===== config.mk =====
export PLATFORM = sky130hd
export DESIGN_NAME = edit_distance_engine
export DESIGN_NICKNAME = d
export VERILOG_FILES = /design/src/hw/rtl/edp_pkg.sv /design/src/hw/rtl/edp_cell.sv /design/src/hw/rtl/edit_distance_engine.sv
export SDC_FILE = /design/constraint.sdc
export NUM_CORES = 2
export LEC_CHECK = 0
export ABC_AREA = 1
export BUFFER_PORTS_ARGS = -buffer_cell sky130_fd_sc_hd__buf_2
export CAP_MARGIN = 0
export CORE_ASPECT_RATIO = 0.5
export CORE_MARGIN = 2
export CORE_UTILIZATION = 66
export DETAILED_ROUTE_END_ITERATION = 8
export HOLD_SLACK_MARGIN = 0.05
export PLACE_DENSITY = 0.91
export SYNTH_ARGS = -nofsm -noshare
export SYNTH_HDL_FRONTEND = slang
export SYNTH_SLANG_ARGS = --single-unit

===== constraint.sdc =====
create_clock -name clk -period 5.45 [get_ports clk]
set_input_delay 0.2725 -clock clk [delete_from_list [all_inputs] [get_ports clk]]
set_output_delay 0.2725 -clock clk [all_outputs]
set_load 0.02 [all_outputs]

===== src/hw/rtl/edp_pkg.sv =====
`timescale 1ns / 1ps
`default_nettype none

package edp_pkg;

  // Width of one string character.
  localparam int unsigned SYM_W  = 8;
  // Width of the distance field on the result channel.
  localparam int unsigned DIST_W = 6;

  // Operation codes carried in bit 0 of in_tuser.
  localparam logic OP_REF   = 1'b0;
  localparam logic OP_QUERY = 1'b1;

  // Control part of a wavefront token travelling along the cell chain.
  typedef struct packed {
    logic             vld;  // token present
    logic             upd;  // token carries a query character that updates the row
    logic             res;  // last item of the query: emit a result at the chain end
    logic             tl;   // truncation seen for this pair so far
    logic [SYM_W-1:0] sym;  // query character
  } tok_t;

endpackage

`default_nettype wire


===== src/hw/rtl/edp_cell.sv =====
`timescale 1ns / 1ps
`default_nettype none

// One column of the dynamic-programming row: holds one reference character and
// the row entry below it, and updates that entry as a query token passes.
module edp_cell #(
  parameter int unsigned J  = 1,
  parameter int unsigned DW = 6
) (
  input  wire                          clk,
  input  wire                          rst_n,
  input  wire                          init,
  input  wire                          wr_en,
  input  wire  [DW-1:0]                wr_idx,
  input  wire  [edp_pkg::SYM_W-1:0]    wr_sym,
  input  wire  [DW-1:0]                ref_len,
  input  wire  edp_pkg::tok_t          tok_i,
  input  wire  [DW-1:0]                left_i,
  input  wire  [DW-1:0]                diag_i,
  output edp_pkg::tok_t                tok_o,
  output logic [DW-1:0]                left_o,
  output logic [DW-1:0]                diag_o
);

  logic [edp_pkg::SYM_W-1:0] ref_r;
  logic [DW-1:0]             d_r;
  logic [DW-1:0]             d_nxt;
  logic                      active;
  logic                      cost;
  logic [DW:0]               up1;
  logic [DW:0]               lf1;
  logic [DW:0]               dg;
  logic [DW:0]               m01;
  edp_pkg::tok_t             tok_r;
  logic [DW-1:0]             left_r;
  logic [DW-1:0]             diag_r;

  // Columns beyond the reference length take no part and pass the left value on,
  // so the chain end always sees the entry under the last reference character.
  assign active = (ref_len >= DW'(J));
  assign cost   = (ref_r != tok_i.sym);
  assign up1    = {1'b0, d_r} + (DW+1)'(1);
  assign lf1    = {1'b0, left_i} + (DW+1)'(1);
  assign dg     = {1'b0, diag_i} + (DW+1)'(cost);
  assign m01    = (up1 < lf1) ? up1 : lf1;
  assign d_nxt  = (m01 < dg) ? m01[DW-1:0] : dg[DW-1:0];

  always_ff @(posedge clk) begin
    if (wr_en && (wr_idx == DW'(J - 1))) begin
      ref_r <= wr_sym;
    end
  end

  always_ff @(posedge clk) begin
    if (init) begin
      d_r <= DW'(J);
    end else if (tok_i.vld && tok_i.upd && active) begin
      d_r <= d_nxt;
    end
  end

  always_ff @(posedge clk) begin
    if (!rst_n) begin
      tok_r <= '0;
    end else begin
      tok_r <= tok_i;
    end
  end

  always_ff @(posedge clk) begin
    diag_r <= d_r;
    if (!active) begin
      left_r <= left_i;
    end else if (tok_i.upd) begin
      left_r <= d_nxt;
    end else begin
      left_r <= d_r;
    end
  end

  assign tok_o  = tok_r;
  assign left_o = left_r;
  assign diag_o = diag_r;

endmodule

`default_nettype wire


===== src/hw/rtl/edit_distance_engine.sv =====
`timescale 1ns / 1ps
`default_nettype none

// Channel  Dir  Word contents                                   Sideband
// -------  ---  ----------------------------------------------  --------------------------
// in_      in   tdata[7:0] symbol                               tuser[0] op, tuser[1] empty_req,
//                                                               tlast last
// out_     out  tdata[5:0] distance, tdata[7:6] zero            tuser[0] too_long
//
// Each query character enters the chain as a token and moves one cell per cycle,
// so query words are taken back to back; a result is registered at the output after
// the last query word has passed the launch register and every cell of the chain.
// A reference word, and the first word of a new query, wait until the chain has
// drained; a new query also waits for the result register.
// Reset is synchronous and active low; it clears all control state but leaves the
// stored reference characters and row entries undefined until written.
// A stalled result holds in the output register while further words of the
// reference or the current query are still accepted.
module edit_distance_engine #(
  parameter int unsigned MAX_LEN = 32
) (
  input  wire        clk,
  input  wire        rst_n,
  input  wire        in_tvalid,
  output logic       in_tready,
  input  wire  [7:0] in_tdata,   // [7:0] symbol
  input  wire  [1:0] in_tuser,   // [0] op, [1] empty_req
  input  wire        in_tlast,
  output logic       out_tvalid,
  input  wire        out_tready,
  output logic [7:0] out_tdata,  // [5:0] distance, [7:6] zero
  output logic [0:0] out_tuser   // [0] too_long
);

  localparam int unsigned DW = $clog2(MAX_LEN + 1);
  localparam int unsigned CW = $clog2(MAX_LEN + 3);

  // Reference and query bookkeeping.
  logic [DW-1:0] len_r;
  logic          load_ref_r;
  logic          ref_ovf_r;
  logic          q_act_r;
  logic [DW-1:0] qc_r;
  logic          ovf_seen_r;
  logic [CW-1:0] cnt_r;

  // Token launched into the first cell, with the new and old column-zero entries.
  edp_pkg::tok_t tok0_r;
  logic [DW-1:0] left0_r;
  logic [DW-1:0] diag0_r;

  logic                       out_valid_r;
  logic [edp_pkg::DIST_W-1:0] out_dist_r;
  logic                       out_tl_r;

  logic                      is_query;
  logic                      empty_req;
  logic [edp_pkg::SYM_W-1:0] sym;
  logic                      accept;
  logic                      chain_idle;
  logic                      start;

  // Reference path.
  logic [DW-1:0] len_eff;
  logic          ovf_eff;
  logic          wr_en;

  // Query path.
  logic [DW-1:0] qc_eff;
  logic          upd;
  logic          q_ovf;

  edp_pkg::tok_t tok_c  [0:MAX_LEN];
  logic [DW-1:0] left_c [0:MAX_LEN];
  logic [DW-1:0] diag_c [0:MAX_LEN];

  assign is_query   = (in_tuser[0] == edp_pkg::OP_QUERY);
  assign empty_req  = in_tuser[1];
  assign sym        = in_tdata;
  assign chain_idle = (cnt_r == '0);
  assign start      = is_query && !q_act_r;

  // A query in progress takes its next character at once; anything that rebuilds
  // the row or changes the reference waits for the chain to empty.
  always_comb begin
    if (!is_query) begin
      in_tready = chain_idle;
    end else if (q_act_r) begin
      in_tready = 1'b1;
    end else begin
      in_tready = chain_idle && !out_valid_r;
    end
  end

  assign accept = in_tvalid && in_tready;

  // A reference word after a finished load begins a fresh reference.
  assign len_eff = load_ref_r ? len_r : '0;
  assign ovf_eff = load_ref_r ? ref_ovf_r : 1'b0;
  assign wr_en   = accept && !is_query && !empty_req && (len_eff < DW'(MAX_LEN));

  // The first query word restarts the count and inherits the reference overflow.
  assign qc_eff = start ? '0 : qc_r;
  assign upd    = !empty_req && (qc_eff < DW'(MAX_LEN));
  assign q_ovf  = (start ? ref_ovf_r : ovf_seen_r) || (!empty_req && !upd);

  always_ff @(posedge clk) begin
    if (!rst_n) begin
      len_r      <= '0;
      load_ref_r <= 1'b1;
      ref_ovf_r  <= 1'b0;
      q_act_r    <= 1'b0;
      qc_r       <= '0;
      ovf_seen_r <= 1'b0;
    end else if (accept) begin
      if (!is_query) begin
        q_act_r    <= 1'b0;
        load_ref_r <= !in_tlast;
        ref_ovf_r  <= ovf_eff || (!empty_req && !wr_en);
        len_r      <= wr_en ? len_eff + DW'(1) : len_eff;
      end else begin
        load_ref_r <= 1'b0;
        q_act_r    <= !in_tlast;
        qc_r       <= upd ? qc_eff + DW'(1) : qc_eff;
        ovf_seen_r <= q_ovf;
      end
    end
  end

  // Counts down the cycles until the last launched token has left the chain,
  // including the cycle in which it sits at the chain end.
  always_ff @(posedge clk) begin
    if (!rst_n) begin
      cnt_r <= '0;
    end else if (accept && is_query) begin
      cnt_r <= CW'(MAX_LEN + 2);
    end else if (!chain_idle) begin
      cnt_r <= cnt_r - CW'(1);
    end
  end

  always_ff @(posedge clk) begin
    if (!rst_n) begin
      tok0_r <= '0;
    end else begin
      tok0_r.vld <= accept && is_query;
      tok0_r.upd <= upd;
      tok0_r.res <= in_tlast;
      tok0_r.tl  <= q_ovf;
      tok0_r.sym <= sym;
    end
  end

  always_ff @(posedge clk) begin
    left0_r <= upd ? qc_eff + DW'(1) : qc_eff;
    diag0_r <= qc_eff;
  end

  assign tok_c[0]  = tok0_r;
  assign left_c[0] = left0_r;
  assign diag_c[0] = diag0_r;

  for (genvar k = 1; k <= MAX_LEN; k++) begin : g_cell
    edp_cell #(
      .J  (k),
      .DW (DW)
    ) u_cell (
      .clk     (clk),
      .rst_n   (rst_n),
      .init    (accept && start),
      .wr_en   (wr_en),
      .wr_idx  (len_eff),
      .wr_sym  (sym),
      .ref_len (len_r),
      .tok_i   (tok_c[k-1]),
      .left_i  (left_c[k-1]),
      .diag_i  (diag_c[k-1]),
      .tok_o   (tok_c[k]),
      .left_o  (left_c[k]),
      .diag_o  (diag_c[k])
    );
  end

  // The last token of a query brings the entry under the final reference
  // character to the chain end.
  always_ff @(posedge clk) begin
    if (!rst_n) begin
      out_valid_r <= 1'b0;
    end else if (tok_c[MAX_LEN].vld && tok_c[MAX_LEN].res) begin
      out_valid_r <= 1'b1;
    end else if (out_tready) begin
      out_valid_r <= 1'b0;
    end
  end

  always_ff @(posedge clk) begin
    if (tok_c[MAX_LEN].vld && tok_c[MAX_LEN].res) begin
      out_dist_r <= edp_pkg::DIST_W'(left_c[MAX_LEN]);
      out_tl_r   <= tok_c[MAX_LEN].tl;
    end
  end

  assign out_tvalid   = out_valid_r;
  assign out_tdata    = {(8 - edp_pkg::DIST_W)'(0), out_dist_r};
  assign out_tuser[0] = out_tl_r;

  // A result leaving the chain always finds the output register free.
  a_out_free: assert property (@(posedge clk) disable iff (!rst_n)
    (tok_c[MAX_LEN].vld && tok_c[MAX_LEN].res) |-> !out_valid_r)
    else $error("result reached the chain end while the output register was full");

  // Neither the launch register nor the chain end holds a token once the drain count has expired.
  a_drained: assert property (@(posedge clk) disable iff (!rst_n)
    chain_idle |-> (!tok0_r.vld && !tok_c[MAX_LEN].vld))
    else $error("token in flight with the drain count at zero");

  // The row is only rebuilt on an empty chain.
  a_init_idle: assert property (@(posedge clk) disable iff (!rst_n)
    (accept && start) |-> (chain_idle && !out_valid_r))
    else $error("query started with tokens or a result still pending");

  // Reference writes never land while tokens still read the reference.
  a_wr_idle: assert property (@(posedge clk) disable iff (!rst_n)
    wr_en |-> chain_idle)
    else $error("reference written while the chain was busy");

  // Counts stay within the row.
  a_bounds: assert property (@(posedge clk) disable iff (!rst_n)
    (len_r <= DW'(MAX_LEN)) && (qc_r <= DW'(MAX_LEN)))
    else $error("reference length or query count beyond the row");

endmodule

`default_nettype wire

==> metrics.csv <==
stage,metric,value,unit
logic_synthesis,Mean Syn Cell Area,7.64,um^2
global_routing,GRT Total Usage,31.4,%
sta,post-route minimum period,4.51,ns
cts,CTS tree,done,
drt,DRT iter0 DRCs,5915,
sta,Final Hold Fails,0,
critical_path,start of the worst register-to-register path,g_cell[28].u_cell.d_r[0],
critical_path,CP peak stage delay,0.75,ns
cts,clk root buf,clkbuf_16,
drt,Detailed Routing Iterations Pass 1,9,
cells_and_area,share of cells above drive strength 1,3.88,%
critical_path,Setup crit end kind,flop,
global_routing,initial antenna violation count,5,
logic_synthesis,ys flop type,dfxtp_1,
logic_synthesis,Yosys warnings,0,
power,peak supply drop,305,uV
critical_path,CP startpoint,g_cell[28].u_cell.d_r[0],
cts,clk_lat worst skew,0.73,ns
drt,WL/cell,16.4,um
min_path,class of the worst hold path,input port to flop,
sta,Hold Slack,0.0807,ns
logic_synthesis,"Distinct cells, synth",46,
global_routing,vias in the first global route,53418,
die,chip width,451,um
power,leakage,36.5,nW
die,Std-Cell Rows,81,
sta,Finish-stage setup viols,0,
power,combinational power share,11.1,%
power,Power Density,283,mW/mm^2
sta,Setup Skew,0.0304,ns
logic_synthesis,cell area after synthesis,0.0659,mm^2
global_routing,largest net degree at the start of global routing,166,
logic_synthesis,simple-gate share of the synthesized area,26.9,%
power,clock power share,39.9,%
power,Switching Fraction,26.7,%
power,share of power burned in registers,49.0,%
placement,IO Port Bufs,23,
sta,actual slew at the worst max-slew pin,1.41,ns
run,max-cap violations,0,
die,IO Pins,26,
placement,Cells after DPL,9831,
critical_path,CP dominant cell by count,nand2_1,
critical_path,CP Cell Sequence,ha_1 -> xor2_1 -> ha_1 -> a21oi_1 -> nand2_1 -> nand2_1 -> nand3_1 -> nand2_1 -> nand2_2 -> inv_1 -> o21ai_0 -> ha_1 -> a21oi_1 -> nor2_1 -> a211oi_1 -> nand2_1 -> nand2_1 -> nand3_1 -> nand2_1 -> nand2_1,
cells_and_area,count of non-filler cells in the finished layout,10033,
logic_synthesis,Seq cells post-synth,1255,
die,DIE HEIGHT,227,um
cts,CTS Sinks,1255,
critical_path,Critical R2R Capture,g_cell[28].u_cell.left_o[2],
critical_path,Reg2Reg Setup Slack,0.94,ns
run_status,status,"finished, final reports clean",
die,Initial Util,67.0,%
logic_synthesis,Synth async-reset ratio,0,%
drt,WL final,164000,um
logic_synthesis,post-synthesis xor/xnor area fraction,7.52,%
critical_path,"Arr. time, crit path",5.12,ns
logic_synthesis,Compound-Gate Fraction of Synth Area,5.31,%
drt,vias,56552,
cells_and_area,"commonest non-fill, non-tap cells in the layout","nand2_1 (2,516), inv_1 (1,336), dfxtp_1 (992)",
cts,htree depth,3,
cells_and_area,"most common cell after layout, fill and taps aside",nand2_1,
critical_path,crit-path leading delay family,simple AND/OR/NAND/NOR gates,
logic_synthesis,multiplexer share of the synthesized area,0,%
critical_path,Worst setup SP type,flop,
logic_synthesis,Post-Synth Adder-Cell Area,9.25,%
critical_path,WP depth,20,
cts,cts bufs inserted,103,
cts,clock-pin slew of the registers on the worst-case setup and hold paths,0.07,ns
sta,setup TNS,0,ns
power,P_int,14.7,mW
cells_and_area,fin nets,9117,
logic_synthesis,"Seq/Total Area, Yosys",42.1,%
cells_and_area,area grow syn2layout,7.51,%
sta,slew margin rel.,5.55,%
placement,Final Wtd Congestion,0.989,
critical_path,largest fanout on the critical path,8,
die,die area,0.103,mm^2
critical_path,CP Class,flop to flop,
sta,Pins Over Slew Limit,0,
placement,post-DP HPWL,112000,um
sta,RSZ-0062 raised after global routing,false,
logic_synthesis,"EDFF count, synth",263,
cts,clock tree buffer depth,3,
critical_path,CP Buf/Inv Count,1,
logic_synthesis,largest family of logic cells by synthesized area,simple AND/OR/NAND/NOR gates,
drt,DR vias/cell,5.64,
power,NetSw,5.35,mW
drt,Antenna Nets Post-Route,0,
drt,DRC Markers,0,
sta,Fmax achieved,0.222,GHz
sta,Tcrit/Tclk final,82.8,%
critical_path,"Slowest-stage cell, CP",a211oi_1,
logic_synthesis,cell count after synthesis,8626,
cells_and_area,Filler cells,6890,
cells_and_area,sequential cell area,0.0278,mm^2
critical_path,R2R cell count,20,
cts,number of gates resized after cts,0,
cells_and_area,area of the multi-input gates,0.0323,mm^2
die,Std-Cell Core Area,0.0983,mm^2
critical_path,Critical Path RT,6.06,ns
global_routing,global route overflow,0,
critical_path,Worst Setup EP,g_cell[28].u_cell.left_o[2],
global_routing,first-pass GRT wire length,264000,um
-- power by group through the flow --
| stage | registers (mW) | clock network (mW) | logic [mW] |
|---|---|---|---|
| final | 9.82 | 8.00 | 2.22 |
| after global routing | 9.83 | 8.36 | 2.48 |
| after CTS | 9.81 | 8.01 | 2.17 |
| after detailed placement | 10.0 | 0 | 2.12 |
| after global placement | 10.0 | 0 | 2.04 |
| after floorplan | 9.95 | 0 | 1.62 |
-- worst min path at each step --
stage               depth (start not counted)                     endpoint  slack (ns)                startpoint
finish                                      3   g_cell[13].u_cell.tok_o[4]        0.08                     rst_n
global route                                3   g_cell[15].u_cell.tok_o[5]        0.10                     rst_n
CTS                                         3   g_cell[13].u_cell.tok_o[4]        0.06                     rst_n
detailed placement                          0  g_cell[20].u_cell.diag_o[4]        0.38  g_cell[20].u_cell.d_r[4]
global placement                            0  g_cell[14].u_cell.diag_o[4]        0.38  g_cell[14].u_cell.d_r[4]
floorplan                                   0  g_cell[12].u_cell.diag_o[2]        0.33  g_cell[12].u_cell.d_r[2]
-- flip-flops by register name, indices dropped and copies added (netlist names), 6 cells and up --
| register | flops |
|---|---|
| qc_r | 6 |
| len_r | 6 |
| cnt_r | 6 |
| g_cell.u_cell.diag_o | 186 |
| g_cell.u_cell.d_r | 192 |
| left0_r | 6 |
| g_cell.u_cell.tok_o | 375 |
| out_dist_r | 6 |
| g_cell.u_cell.ref_r | 256 |
| tok0_r | 12 |
| diag0_r | 6 |
| g_cell.u_cell.left_o | 192 |
-- cell usage after synthesis (31+ instances only) --
library cell | number | area share [%]
xnor2_1 | 228 | 3.0
a211oi_1 | 32 | 0.36
nand2_1 | 2517 | 14
ha_1 | 487 | 9.2
nand4_1 | 110 | 1.0
xor2_1 | 338 | 4.5
nand3_1 | 949 | 7.2
or4_1 | 31 | 0.35
nand3b_1 | 92 | 1.0
edfxtp_1 | 263 | 12
o21ai_0 | 328 | 2.5
a21oi_1 | 283 | 2.1
inv_2 | 38 | 0.22
dfxtp_1 | 992 | 30
nand2_2 | 55 | 0.52
nor2_1 | 281 | 1.6
clkbuf_1 | 123 | 0.70
inv_1 | 1336 | 7.6
-- logic make-up (layout without fill, tap and decap cells) --
kind of cell,count (synthesis),count (layout)
AO/OA/AOI/OAI,677,677
XOR/XNOR,566,566
adder cells (fa/ha/maj),487,487
buffers and inverters,1538,1615
flip-flops,1255,1255
other,1,3
AND/OR/NAND/NOR,4102,4102
-- area by class of cell --
type	instances	area share, %
inverters	1380	7.32
multi-input cells	5834	45.6
clock buffers	142	4.21
clock inverters	52	0.904
well taps	1328	2.35
diodes	1	0.00353
flip-flops and latches	1255	39.2
repair buffers	41	0.427
-- tightest hold or removal path: stages --
cell and delay, ns:
buf_8 0.26, nand2_1 0.16, inv_1 0.03
-- per-layer routing --
| metal | share of wire, % | global-route usage, % | wire [um] | vias to the layer above |
|---|---|---|---|---|
| met5 | 0.030 | 0 | 50 | - |
| met4 | 3.5 | 11.4 | 5820 | 8 |
| met3 | 8.8 | 5.57 | 14500 | 568 |
| met2 | 47 | 54.1 | 77100 | 2750 |
| met1 | 41 | 39.7 | 66900 | 25765 |
| li1 | - | - | - | 27461 |
-- repair_timing --
action,in CTS,in global routing
hold buffers,7,0
hold endpoints to repair,11,0
setup buffers,0,0
-- stage by stage --
stage                     utilization [%]  total power, mW  setup slack (ns)  area (um^2)
after floorplan                         -             11.6              2.19        65900
final                                72.1             20.0             0.940        70800
after CTS                            72.1             20.0              1.12        70800
after global routing                 72.1             20.7             0.607        70800
after global placement               68.3             12.1              1.48        67100
after detailed placement             68.3             12.1              1.44        67100
(Power assumes the default switching activity.)
